`config.mk`:
```
export PLATFORM = sky130hd
export DESIGN_NAME = sd_spi_command_engine_core
export DESIGN_NICKNAME = d
export VERILOG_FILES = /design/src/sdspi_pkg.sv /design/src/sd_spi_command_engine_core.sv /design/src/sdspi_front.sv /design/src/sdspi_engine.sv
export VERILOG_INCLUDE_DIRS = /design/src /design/src/src
export SDC_FILE = /design/constraint.sdc
export NUM_CORES = 1
export LEC_CHECK = 0
export ABC_AREA = 0
export ABC_CLOCK_PERIOD_IN_PS = 5400
export BUFFER_PORTS_ARGS = -buffer_cell sky130_fd_sc_hd__buf_2
export CAP_MARGIN = 0
export CELL_PAD_IN_SITES_DETAIL_PLACEMENT = 0
export CELL_PAD_IN_SITES_GLOBAL_PLACEMENT = 1
export CORE_UTILIZATION = 48
export CTS_CLUSTER_DIAMETER = 100
export DETAILED_ROUTE_END_ITERATION = 8
export GPL_ROUTABILITY_DRIVEN = 0
export PLACE_DENSITY_LB_ADDON = 0.05
export SKIP_CTS_REPAIR_TIMING = 1
export SLEW_MARGIN = 25
export SYNTH_ARGS = -nofsm -noshare
export SYNTH_HDL_FRONTEND = slang
export SYNTH_SLANG_ARGS = --single-unit
```
`constraint.sdc`:
```
create_clock -name clk -period 5.4 [get_ports clk]
set_clock_uncertainty 0.1 [all_clocks]
set_input_delay 0.27 -clock clk [delete_from_list [all_inputs] [get_ports clk]]
set_output_delay 0.27 -clock clk [all_outputs]
set_load 0.01 [all_outputs]
```
`src/sd_spi_command_engine_core_macros.svh`:
```
// Assertion helpers for the SD SPI command engine.
`ifndef SD_SPI_COMMAND_ENGINE_CORE_MACROS_SVH
`define SD_SPI_COMMAND_ENGINE_CORE_MACROS_SVH
`ifndef ASSERT_OFF
`define SDSPI_ASSERT_IMP(label, clk, rst_n, ante, cons) \
  label: assert property (@(posedge clk) disable iff (!rst_n) (ante) |-> (cons)) \
    else $error("assertion failed");
`define SDSPI_ASSERT_NXT(label, clk, rst_n, ante, cons) \
  label: assert property (@(posedge clk) disable iff (!rst_n) (ante) |=> (cons)) \
    else $error("assertion failed");
`else
`define SDSPI_ASSERT_IMP(label, clk, rst_n, ante, cons)
`define SDSPI_ASSERT_NXT(label, clk, rst_n, ante, cons)
`endif
`endif

```
`src/sdspi_pkg.sv`:
```
package sdspi_pkg;

  typedef struct packed {
    logic [1:0]  op;
    logic [5:0]  cmd_number;
    logic [31:0] argument;
    logic [7:0]  rx_byte;
    logic [7:0]  wr_byte;
  } sdspi_item_t;

  typedef struct packed {
    logic       tx_valid;
    logic [7:0] tx_byte;
    logic       cs_active;
    logic       rd_valid;
    logic [7:0] rd_byte;
    logic       done_res;
    logic       failed;
    logic [7:0] response;
  } sdspi_res_t;

  // Classified item handed from the front end to the engine.
  typedef struct packed {
    sdspi_item_t item;
    logic        scale;   // CMD17/18/24/25 start, argument scaled to bytes
  } sdspi_job_t;

  localparam logic [1:0] OP_START = 2'd0;
  localparam logic [1:0] OP_XFER  = 2'd1;
  localparam logic [1:0] OP_TICK  = 2'd2;
  localparam logic [1:0] OP_FLUSH = 2'd3;

  localparam logic [0:0] CFG_ADDR_BLOCK = 1'd0;
  localparam logic [0:0] CFG_TIMEOUT    = 1'd1;

  localparam logic [7:0] CMD_FLAG   = 8'h40;
  localparam logic [7:0] CRC_CMD0   = 8'h95;
  localparam logic [7:0] CRC_CMD8   = 8'h87;
  localparam logic [7:0] TOKEN_DATA = 8'hFE;
  localparam logic [7:0] DRESP_MASK = 8'h1F;
  localparam logic [7:0] DRESP_OK   = 8'h05;
  localparam logic [7:0] IDLE_BYTE  = 8'hFF;

  function automatic logic is_read_cmd(input logic [5:0] c);
    return (c == 6'd9) || (c == 6'd10) || (c == 6'd17) || (c == 6'd18);
  endfunction

  function automatic logic is_write_cmd(input logic [5:0] c);
    return (c == 6'd24) || (c == 6'd25);
  endfunction

endpackage

```
`src/sd_spi_command_engine_core.sv`:
```
// SD card SPI-mode host command engine. Each input item is a start request, a finished
// byte exchange, a timer tick or a busy flush; each gives at most one result naming the
// next exchange, a data byte or transaction completion. Items go through a two-entry
// queue into the engine, which handles one item per cycle while its result register is
// free or being popped; an accepted item is written into the queue, and the result
// register loads when the engine takes the item from the queue and drives the outputs.
`include "sd_spi_command_engine_core_macros.svh"
module sd_spi_command_engine_core
  import sdspi_pkg::*;
#(
  parameter int PHYS_BLOCK_SIZE = 512
) (
  input  logic        clk,
  input  logic        rst_n,
  input  logic        cfg_we,
  input  logic        cfg_index,
  input  logic [7:0]  cfg_data,
  input  logic        in_push,
  output logic        in_full,
  input  logic [1:0]  in_op,
  input  logic [5:0]  in_cmd_number,
  input  logic [31:0] in_argument,
  input  logic [7:0]  in_rx_byte,
  input  logic [7:0]  in_wr_byte,
  output logic        out_empty,
  input  logic        out_pop,
  output logic        out_tx_valid,
  output logic [7:0]  out_tx_byte,
  output logic        out_cs_active,
  output logic        out_rd_valid,
  output logic [7:0]  out_rd_byte,
  output logic        out_done_res,
  output logic        out_failed,
  output logic [7:0]  out_response
);

  sdspi_item_t it;
  sdspi_job_t  job;
  sdspi_res_t  res;
  logic        job_valid, job_pop, res_valid, res_pop, eng_idle;

  assign it.op = in_op;
  assign it.cmd_number = in_cmd_number;
  assign it.argument = in_argument;
  assign it.rx_byte = in_rx_byte;
  assign it.wr_byte = in_wr_byte;

  sdspi_front u_front (
    .clk, .rst_n, .in_push, .in_full, .in_item(it),
    .job_valid, .job_pop, .job
  );

  sdspi_engine #(.PHYS_BLOCK_SIZE(PHYS_BLOCK_SIZE)) u_engine (
    .clk, .rst_n, .cfg_we, .cfg_index, .cfg_data,
    .job_valid, .job_pop, .job, .res_valid, .res_pop, .res, .eng_idle
  );

  assign out_empty = !res_valid;
  assign res_pop = out_pop && res_valid;
  assign out_tx_valid = res.tx_valid;
  assign out_tx_byte = res.tx_byte;
  assign out_cs_active = res.cs_active;
  assign out_rd_valid = res.rd_valid;
  assign out_rd_byte = res.rd_byte;
  assign out_done_res = res.done_res;
  assign out_failed = res.failed;
  assign out_response = res.response;

  `SDSPI_ASSERT_NXT(a_hold_result, clk, rst_n, res_valid && !out_pop, res_valid && $stable(res))
  `SDSPI_ASSERT_IMP(a_done_idle, clk, rst_n, res_valid && res.done_res && !job_pop, eng_idle)
  `SDSPI_ASSERT_IMP(a_pop_needs_job, clk, rst_n, job_pop, job_valid)

endmodule

```
`src/sdspi_front.sv`:
```
module sdspi_front
  import sdspi_pkg::*;
(
  input  logic        clk,
  input  logic        rst_n,
  input  logic        in_push,
  output logic        in_full,
  input  sdspi_item_t in_item,
  output logic        job_valid,
  input  logic        job_pop,
  output sdspi_job_t  job
);

  localparam int Depth = 2;

  sdspi_job_t    q_r [Depth];
  logic          wp_r, rp_r;
  logic [1:0]    cnt_r;
  logic          push_ok;
  sdspi_job_t    jin;

  assign in_full   = (cnt_r == 2'(Depth));
  assign push_ok   = in_push && !in_full;
  assign job_valid = (cnt_r != 2'd0);
  assign job       = q_r[rp_r];

  always_comb begin
    jin.item  = in_item;
    jin.scale = (in_item.op == OP_START) &&
                (in_item.cmd_number != 6'd9) && (in_item.cmd_number != 6'd10) &&
                (is_read_cmd(in_item.cmd_number) || is_write_cmd(in_item.cmd_number));
  end

  always_ff @(posedge clk) begin
    if (push_ok) q_r[wp_r] <= jin;
    if (!rst_n) begin
      wp_r  <= 1'b0;
      rp_r  <= 1'b0;
      cnt_r <= 2'd0;
    end else begin
      if (push_ok) wp_r <= ~wp_r;
      if (job_pop) rp_r <= ~rp_r;
      cnt_r <= cnt_r + 2'(push_ok) - 2'(job_pop);
    end
  end

endmodule

```
`src/sdspi_engine.sv`:
```
module sdspi_engine
  import sdspi_pkg::*;
#(
  parameter int PHYS_BLOCK_SIZE = 512
) (
  input  logic       clk,
  input  logic       rst_n,
  input  logic       cfg_we,
  input  logic       cfg_index,
  input  logic [7:0] cfg_data,
  input  logic       job_valid,
  output logic       job_pop,
  input  sdspi_job_t job,
  output logic       res_valid,
  input  logic       res_pop,
  output sdspi_res_t res,
  output logic       eng_idle
);

  typedef enum logic [4:0] {
    PH_IDLE, PH_PRE, PH_BUSYW, PH_CMDB, PH_RESP, PH_R1B, PH_EXTRA,
    PH_W_GAP, PH_W_TOKEN, PH_W_DATA, PH_W_CRC, PH_W_DRESP, PH_W_GAP2,
    PH_W_BUSY, PH_R_TOKEN, PH_R_DATA, PH_R_CRC, PH_EPI, PH_EPI_FAIL,
    PH_F_PRE, PH_F_BUSY
  } phase_t;

  phase_t      ph_r, ph_nxt;
  logic        abb_r;
  logic [7:0]  tlim_r;
  logic [15:0] blen_r, blen_nxt, sblen_r, sblen_nxt, bc_r, bc_nxt;
  logic [5:0]  cmd_r, cmd_nxt;
  logic [31:0] arg_r, arg_nxt;
  logic [7:0]  tick_r, tick_nxt, r1_r, r1_nxt;
  logic        busy_r, busy_nxt, app_r, app_nxt;
  sdspi_res_t  o, res_r;
  logic        emit, rv_r;
  logic [5:0]  ec;
  logic [15:0] bc_inc, bc_dec;
  logic [7:0]  rx;
  logic [31:0] a_sel;

  // One result register; the job queue drains only when it is free or leaving.
  assign job_pop   = job_valid && (!rv_r || res_pop);
  assign res_valid = rv_r;
  assign res       = res_r;
  assign eng_idle  = (ph_r == PH_IDLE);

  assign rx     = job.item.rx_byte;
  assign ec     = app_r ? 6'd55 : cmd_r;
  assign bc_inc = bc_r + 16'd1;
  assign bc_dec = bc_r - 16'd1;
  assign a_sel  = app_r ? 32'd0 : arg_r;

  always_comb begin
    ph_nxt = ph_r; blen_nxt = blen_r; sblen_nxt = sblen_r; bc_nxt = bc_r;
    cmd_nxt = cmd_r; arg_nxt = arg_r; tick_nxt = tick_r; r1_nxt = r1_r;
    busy_nxt = busy_r; app_nxt = app_r;
    o = '0; emit = 1'b0;
    if (job_pop) begin
      unique case (job.item.op)
        OP_TICK: begin
          if (tick_r != 8'hFF) tick_nxt = tick_r + 8'd1;
        end
        OP_START: begin
          if (ph_r == PH_IDLE) begin
            emit = 1'b1;
            cmd_nxt = job.item.cmd_number;
            sblen_nxt = blen_r;
            arg_nxt = (job.scale && !abb_r) ?
                      32'(job.item.argument * 32'(PHYS_BLOCK_SIZE)) : job.item.argument;
            app_nxt = (job.item.cmd_number == 6'd41);
            r1_nxt = 8'd0;
            ph_nxt = PH_PRE;
            o.tx_valid = 1'b1; o.tx_byte = IDLE_BYTE;
          end
        end
        OP_FLUSH: begin
          if (ph_r == PH_IDLE) begin
            emit = 1'b1;
            if (busy_r) begin
              busy_nxt = 1'b0; ph_nxt = PH_F_PRE;
              o.tx_valid = 1'b1; o.tx_byte = IDLE_BYTE;
            end else o.done_res = 1'b1;
          end
        end
        default: begin
          if (ph_r != PH_IDLE) begin
            logic do_op, do_after, do_epi, epi_fail, do_blk, blk_rd, do_send;
            logic [7:0] sb;
            do_op = 1'b0; do_after = 1'b0; do_epi = 1'b0; epi_fail = 1'b0;
            do_blk = 1'b0; blk_rd = 1'b0; do_send = 1'b1; sb = IDLE_BYTE;
            emit = 1'b1;
            case (ph_r)
              PH_PRE: begin
                if (busy_r) begin busy_nxt = 1'b0; ph_nxt = PH_BUSYW; end
                else do_op = 1'b1;
              end
              PH_BUSYW: if (rx != 8'd0) do_op = 1'b1;
              PH_CMDB: begin
                bc_nxt = bc_inc;
                if (bc_inc <= 16'd4) begin
                  case (bc_inc[2:0])
                    3'd1:    sb = a_sel[31:24];
                    3'd2:    sb = a_sel[23:16];
                    3'd3:    sb = a_sel[15:8];
                    default: sb = a_sel[7:0];
                  endcase
                end else if (bc_inc == 16'd5) begin
                  sb = (ec == 6'd0) ? CRC_CMD0 : ((ec == 6'd8) ? CRC_CMD8 : IDLE_BYTE);
                end else begin
                  ph_nxt = PH_RESP; tick_nxt = 8'd0;
                end
              end
              PH_RESP: begin
                if (rx[7]) begin
                  if (tick_r > tlim_r) begin r1_nxt = rx; do_epi = 1'b1; end
                end else begin
                  r1_nxt = rx;
                  if (app_r) do_epi = 1'b1;
                  else if (cmd_r == 6'd13) begin
                    o.rd_valid = 1'b1; o.rd_byte = rx; r1_nxt = 8'd0;
                    ph_nxt = PH_EXTRA; bc_nxt = 16'd1;
                  end else if (cmd_r == 6'd28 || cmd_r == 6'd29 ||
                               cmd_r == 6'd38 || cmd_r == 6'd42) ph_nxt = PH_R1B;
                  else if (cmd_r == 6'd58 || cmd_r == 6'd8) begin
                    ph_nxt = PH_EXTRA; bc_nxt = 16'd4;
                  end else do_after = 1'b1;
                end
              end
              PH_R1B: if (rx != 8'd0) do_after = 1'b1;
              PH_EXTRA: begin
                o.rd_valid = 1'b1; o.rd_byte = rx; bc_nxt = bc_dec;
                if (bc_dec == 16'd0) do_after = 1'b1;
              end
              PH_W_GAP: begin ph_nxt = PH_W_TOKEN; sb = TOKEN_DATA; end
              PH_W_TOKEN: do_blk = 1'b1;
              PH_W_DATA: begin
                bc_nxt = bc_dec;
                if (bc_dec != 16'd0) sb = job.item.wr_byte;
                else begin ph_nxt = PH_W_CRC; bc_nxt = 16'd2; end
              end
              PH_W_CRC: begin
                bc_nxt = bc_dec;
                if (bc_dec == 16'd0) ph_nxt = PH_W_DRESP;
              end
              PH_W_DRESP: begin
                if ((rx & DRESP_MASK) != DRESP_OK) begin do_epi = 1'b1; epi_fail = 1'b1; end
                else ph_nxt = PH_W_GAP2;
              end
              PH_W_GAP2: ph_nxt = PH_W_BUSY;
              PH_W_BUSY: begin
                if (rx == 8'd0) busy_nxt = 1'b1;
                do_epi = 1'b1;
              end
              PH_R_TOKEN: begin
                if (rx == TOKEN_DATA) begin do_blk = 1'b1; blk_rd = 1'b1; end
                else if (rx != IDLE_BYTE || tick_r >= tlim_r) begin
                  do_epi = 1'b1; epi_fail = 1'b1;
                end
              end
              PH_R_DATA: begin
                o.rd_valid = 1'b1; o.rd_byte = rx; bc_nxt = bc_dec;
                if (bc_dec == 16'd0) begin ph_nxt = PH_R_CRC; bc_nxt = 16'd2; end
              end
              PH_R_CRC: begin
                bc_nxt = bc_dec;
                if (bc_dec == 16'd0) do_epi = 1'b1;
              end
              PH_EPI, PH_EPI_FAIL: begin
                if (app_r) begin
                  app_nxt = 1'b0; ph_nxt = PH_PRE;
                  o.tx_valid = 1'b1; o.tx_byte = IDLE_BYTE;
                end else begin
                  if (cmd_r == 6'd9 || cmd_r == 6'd10) blen_nxt = sblen_r;
                  o.done_res = 1'b1; o.failed = (ph_r == PH_EPI_FAIL);
                  o.response = r1_r; ph_nxt = PH_IDLE;
                end
                do_send = 1'b0;
              end
              PH_F_PRE: ph_nxt = PH_F_BUSY;
              PH_F_BUSY: if (rx != 8'd0) begin r1_nxt = 8'd0; do_epi = 1'b1; end
              default: do_send = 1'b0;
            endcase
            if (do_after) begin
              if (!app_r && is_read_cmd(cmd_r)) begin
                ph_nxt = PH_R_TOKEN; tick_nxt = 8'd0;
              end else if (!app_r && is_write_cmd(cmd_r)) ph_nxt = PH_W_GAP;
              else do_epi = 1'b1;
            end
            if (do_blk) begin
              if (blen_r == 16'd0) begin
                ph_nxt = blk_rd ? PH_R_CRC : PH_W_CRC; bc_nxt = 16'd2;
              end else begin
                ph_nxt = blk_rd ? PH_R_DATA : PH_W_DATA; bc_nxt = blen_r;
                if (!blk_rd) sb = job.item.wr_byte;
              end
            end
            if (do_op) begin
              if (!app_r) begin
                if (cmd_r == 6'd16) blen_nxt = arg_r[15:0];
                else if (cmd_r == 6'd9 || cmd_r == 6'd10) blen_nxt = 16'd16;
              end
              ph_nxt = PH_CMDB; bc_nxt = 16'd0;
              sb = {2'b00, ec} | CMD_FLAG;
            end
            if (do_send) begin
              o.tx_valid = 1'b1; o.tx_byte = sb; o.cs_active = 1'b1;
            end
            if (do_epi) begin
              ph_nxt = epi_fail ? PH_EPI_FAIL : PH_EPI;
              o.tx_valid = 1'b1; o.tx_byte = IDLE_BYTE; o.cs_active = 1'b0;
            end
          end
        end
      endcase
    end
  end

  always_ff @(posedge clk) begin
    if (job_pop && emit) res_r <= o;
    if (!rst_n) begin
      ph_r <= PH_IDLE; abb_r <= 1'b0; tlim_r <= 8'd128;
      blen_r <= 16'd512; sblen_r <= 16'd512; bc_r <= '0; cmd_r <= '0;
      arg_r <= '0; tick_r <= '0; r1_r <= '0; busy_r <= 1'b0; app_r <= 1'b0;
      rv_r <= 1'b0;
    end else begin
      ph_r <= ph_nxt; blen_r <= blen_nxt; sblen_r <= sblen_nxt; bc_r <= bc_nxt;
      cmd_r <= cmd_nxt; arg_r <= arg_nxt; tick_r <= tick_nxt; r1_r <= r1_nxt;
      busy_r <= busy_nxt; app_r <= app_nxt;
      if (job_pop) rv_r <= emit;
      else if (res_pop) rv_r <= 1'b0;
      if (cfg_we && cfg_index == CFG_ADDR_BLOCK) abb_r <= cfg_data[0];
      if (cfg_we && cfg_index == CFG_TIMEOUT) tlim_r <= cfg_data;
    end
  end

endmodule
```
==> results.txt <==
ANT nets after route: 0
Clock-pin slew on the worst setup and hold paths: 0.06 ns
Die width: 172 um
DIE AREA: 29,500 sq um
Cells after DPL: 1,790
Syn Nets: 1,486
Root Buffer: clkbuf_16
Syn Inst Count: 1,388
Row Count: 61
Top FF cell, synth: edfxtp_1
H-tree depth: 1
DR vias: 11,500
Worst path most repeated cell: a211o_1
Post-Layout Cell Count: 1,919
Vias in the first global route: 10,500
RSZ-0062 raised after global routing: no
Area Overhead vs Synth: 18.0%
Number of fill cells: 2,488
Final setup TNS: 0 ns
Setup violators final: 0
Worst min path class: primary input to register
Avg Inst Size Synth: 9.95 sq um
Fin util: 58.2%
FF/Latch Area: 6780 sq um
RR Startpoint: u_engine.ph_r[1]
I/O Buffers: 100
CP peak stage delay: 0.87 ns
FFs w/ async S/R, synth: 0%
Reg-to-reg endpoint: u_engine.bc_r[10]
VDD IR-drop max: 0.372 mV
Multi-input combinational cell area: 6520 sq um
Worst Hold Depth: 2
Normalized max-slew margin: 41.3%
Chip Height: 172 um
Fin. max-slew vios: 0
CTS Sinks: 267
Ant diodes: 0
Worst reg-to-reg path cell count: 7
Initial Util: 49.3%
Design area: 16,300 sq um
Status: completed
DRC marker count from the first detailed-route iteration: 1,093
Drt drc: 0
Post-synthesis sequential element count: 267
Initial antenna violation count: 0
Share of cells above drive strength 1: 15.6%
DP Area: 14,600 sq um
Warnings, synthesis: 0
First-pass GRT wire length: 59.2 mm
Cell Pwr Density: 414 nW/um^2
First drt pass iteration count: 7
Measured slew at the worst slew-check pin: 0.877 ns
DP Worst Slack: 1.52 ns
Fmax: 0.257 GHz
Fin crit period: 3.90 ns
Post-layout nets: 1,616
Setup ws final: 1.50 ns
Mapped cell area: 13,800 sq um
Worst EP required: 5.81 ns
Number of enable flip-flop cells after synthesis: 143
Period utilization: 72.1%
Bufs on Longest Clock Path: 3
Critical path, cell by cell: nand4_1 -> a2111oi_2 -> nor2b_1 -> a211o_1 -> nor3_2 -> and2_1 -> a211o_1
Worst setup endpoint: u_engine.bc_r[10]
Final WL: 38.6 mm
Vias per inst: 6.00
Critical Path Source Type: register
CTS tree: yes
Critical Path Fanout Max: 24
Leak Pwr: 5.78 nW
Core area: 28,000 sq um
Synth unique cells: 90
Max-Cap Viols: 0
Critical path type: register to register
Top Ports: 101
Largest net degree at the start of global routing: 68
Overflow after GRT: 0
Crit-path slowest cell: dfxtp_1
Dpl hpwl: 26.7 mm
Final Hold Fails: 0
Total CTS buffers: 29
Seq/Total Area, Yosys: 49.1%
Insertion delay to the later sink of the worst-skew pair: 0.57 ns
Flop-to-flop setup slack: 1.50 ns
Crit path arrival time: 4.31 ns
Critical Path Source: u_engine.ph_r[1]
Total track usage: 25.7%
WL per Instance: 20.1 um
Worst Setup End Kind: register
[cells in the final DEF (no fill, tap or decap), types with 11 or more instances in the layout]
cell type	n
a211oi_1	13
buf_2	100
buf_4	19
o311ai_0	14
nand3_1	35
dfxtp_1	123
mux2_2	14
xor2_1	11
nor3b_1	15
inv_1	35
a22oi_1	30
nor2b_1	13
o21ai_1	11
o211ai_1	13
a21o_1	11
o2bb2ai_1	15
dlygate4sd3_1	74
o21ai_0	55
or3_1	11
nand4_1	16
nor4_1	13
nand2_1	142
mux4_2	14
ha_1	28
a21oi_1	91
and2_1	21
nand2b_1	16
edfxtp_1	143
mux2i_1	38
nor3_1	27
a31oi_1	16
nor2_1	128
clkbuf_16	29
[Yosys cell counts, types with 9 or more instances]
cell | count | area (sq um)
a21o_1 | 11 | 82.6
mux4_2 | 14 | 315
a31oi_1 | 16 | 100
o2bb2ai_1 | 15 | 131
dfxtp_1 | 124 | 2480
nand2b_1 | 16 | 100
nor4_1 | 13 | 81.3
and3_1 | 11 | 68.8
mux2_2 | 14 | 158
inv_1 | 35 | 131
o211ai_1 | 13 | 97.6
o311ai_0 | 14 | 123
buf_1 | 11 | 41.3
nor3_1 | 27 | 135
or3_1 | 11 | 68.8
edfxtp_1 | 143 | 4290
o21a_1 | 10 | 75.1
and2_1 | 21 | 131
buf_2 | 12 | 60.1
nand2_1 | 142 | 533
a211oi_1 | 13 | 97.6
a21oi_1 | 93 | 465
o31ai_1 | 9 | 67.6
a221o_1 | 9 | 90.1
nand3_1 | 35 | 175
a22oi_1 | 30 | 225
o21ai_0 | 55 | 275
mux2i_1 | 38 | 380
nor2b_1 | 13 | 81.3
clkbuf_1 | 68 | 255
o21ai_1 | 11 | 55.1
or2_2 | 10 | 62.6
ha_1 | 28 | 350
nor3b_1 | 15 | 113
nand4_1 | 16 | 100
xor2_1 | 11 | 96.3
nor2_1 | 130 | 488
[area by class of cell]
class / count / share of cell area [%]
sequential: 267 / 41.6
multi-input combinational: 989 / 40.0
timing repair buffer: 194 / 8.66
clock buffer: 33 / 4.73
tap: 378 / 2.90
clock inverter: 21 / 1.18
inverter: 37 / 0.853
[logic make-up after synthesis]
logic type      after synthesis  synth area share [%]
xor+xnor                     19                  1.20
compound gates              378                  19.0
mux                          66                  6.18
flops                       267                  49.1
buf+inv                     132                  3.89
fa+ha+maj                    28                  2.54
simple gates                498                  18.1
[per-stage QoR]
step / power [W] / hold WS, ns
final: 0.00674 / 0.0592
after global routing: 0.00708 / 0.0730
after CTS: 0.00669 / -0.239
after detailed placement: 0.00469 / 0.349
after global placement: 0.00467 / 0.342
after floorplan: 0.00405 / 0.269
[critical path, delay by kind of cell (launching register included)]
family	cells	cell delay [ns]
AO/OA/AOI/OAI	3	1.29
flip-flops	1	0.87
AND/OR/NAND/NOR	4	1.57
[flip-flops by register name, summed over array words and instances, names as in the netlist, 2 cells and up, named ones only]
name,flops
u_engine.res,29
u_engine.cmd_r,6
u_engine.tick_r,8
u_engine.blen_r,16
u_engine.r1_r,8
u_front.cnt_r,2
u_engine.tlim_r,8
u_front.q_r,114
u_engine.ph_r,5
u_engine.arg_r,32
u_engine.sblen_r,16
u_engine.bc_r,16
[routing by layer]
metal | GRT usage, % | part of all wire [%] | wire length [um] | up-vias
li1 | - | - | - | 5505
met1 | 37.7 | 46 | 17800 | 5573
met2 | 39.7 | 46 | 17900 | 383
met3 | 3.70 | 5.5 | 2140 | 51
met4 | 6.29 | 2.0 | 790 | 0
met5 | 0 | 0 | 0 | -
[report_power, final]
group	total [W]	internal (W)	switching (W)
Sequential	0.00274	0.00251	0.000226
Clock	0.00201	0.00117	0.000840
Combinational	0.00200	0.000737	0.00126
Total	0.00674	0.00442	0.00233
[worst min path at each step]
stage / from / endpoint / slack [ns]
2_1_floorplan: in_rx_byte[1] / u_front.q_r[0][10] / 0.27
3_3_place_gp: u_engine.sblen_r[1] / u_engine.sblen_r[1] / 0.34
3_5_place_dp: u_engine.sblen_r[7] / u_engine.sblen_r[7] / 0.35
4_1_cts: in_argument[13] / u_front.q_r[0][30] / -0.24
5_1_grt: rst_n / u_engine.tlim_r[7] / 0.07
6_report: rst_n / u_engine.tlim_r[7] / 0.06
Note: power is estimated with default switching activity, not from simulation.
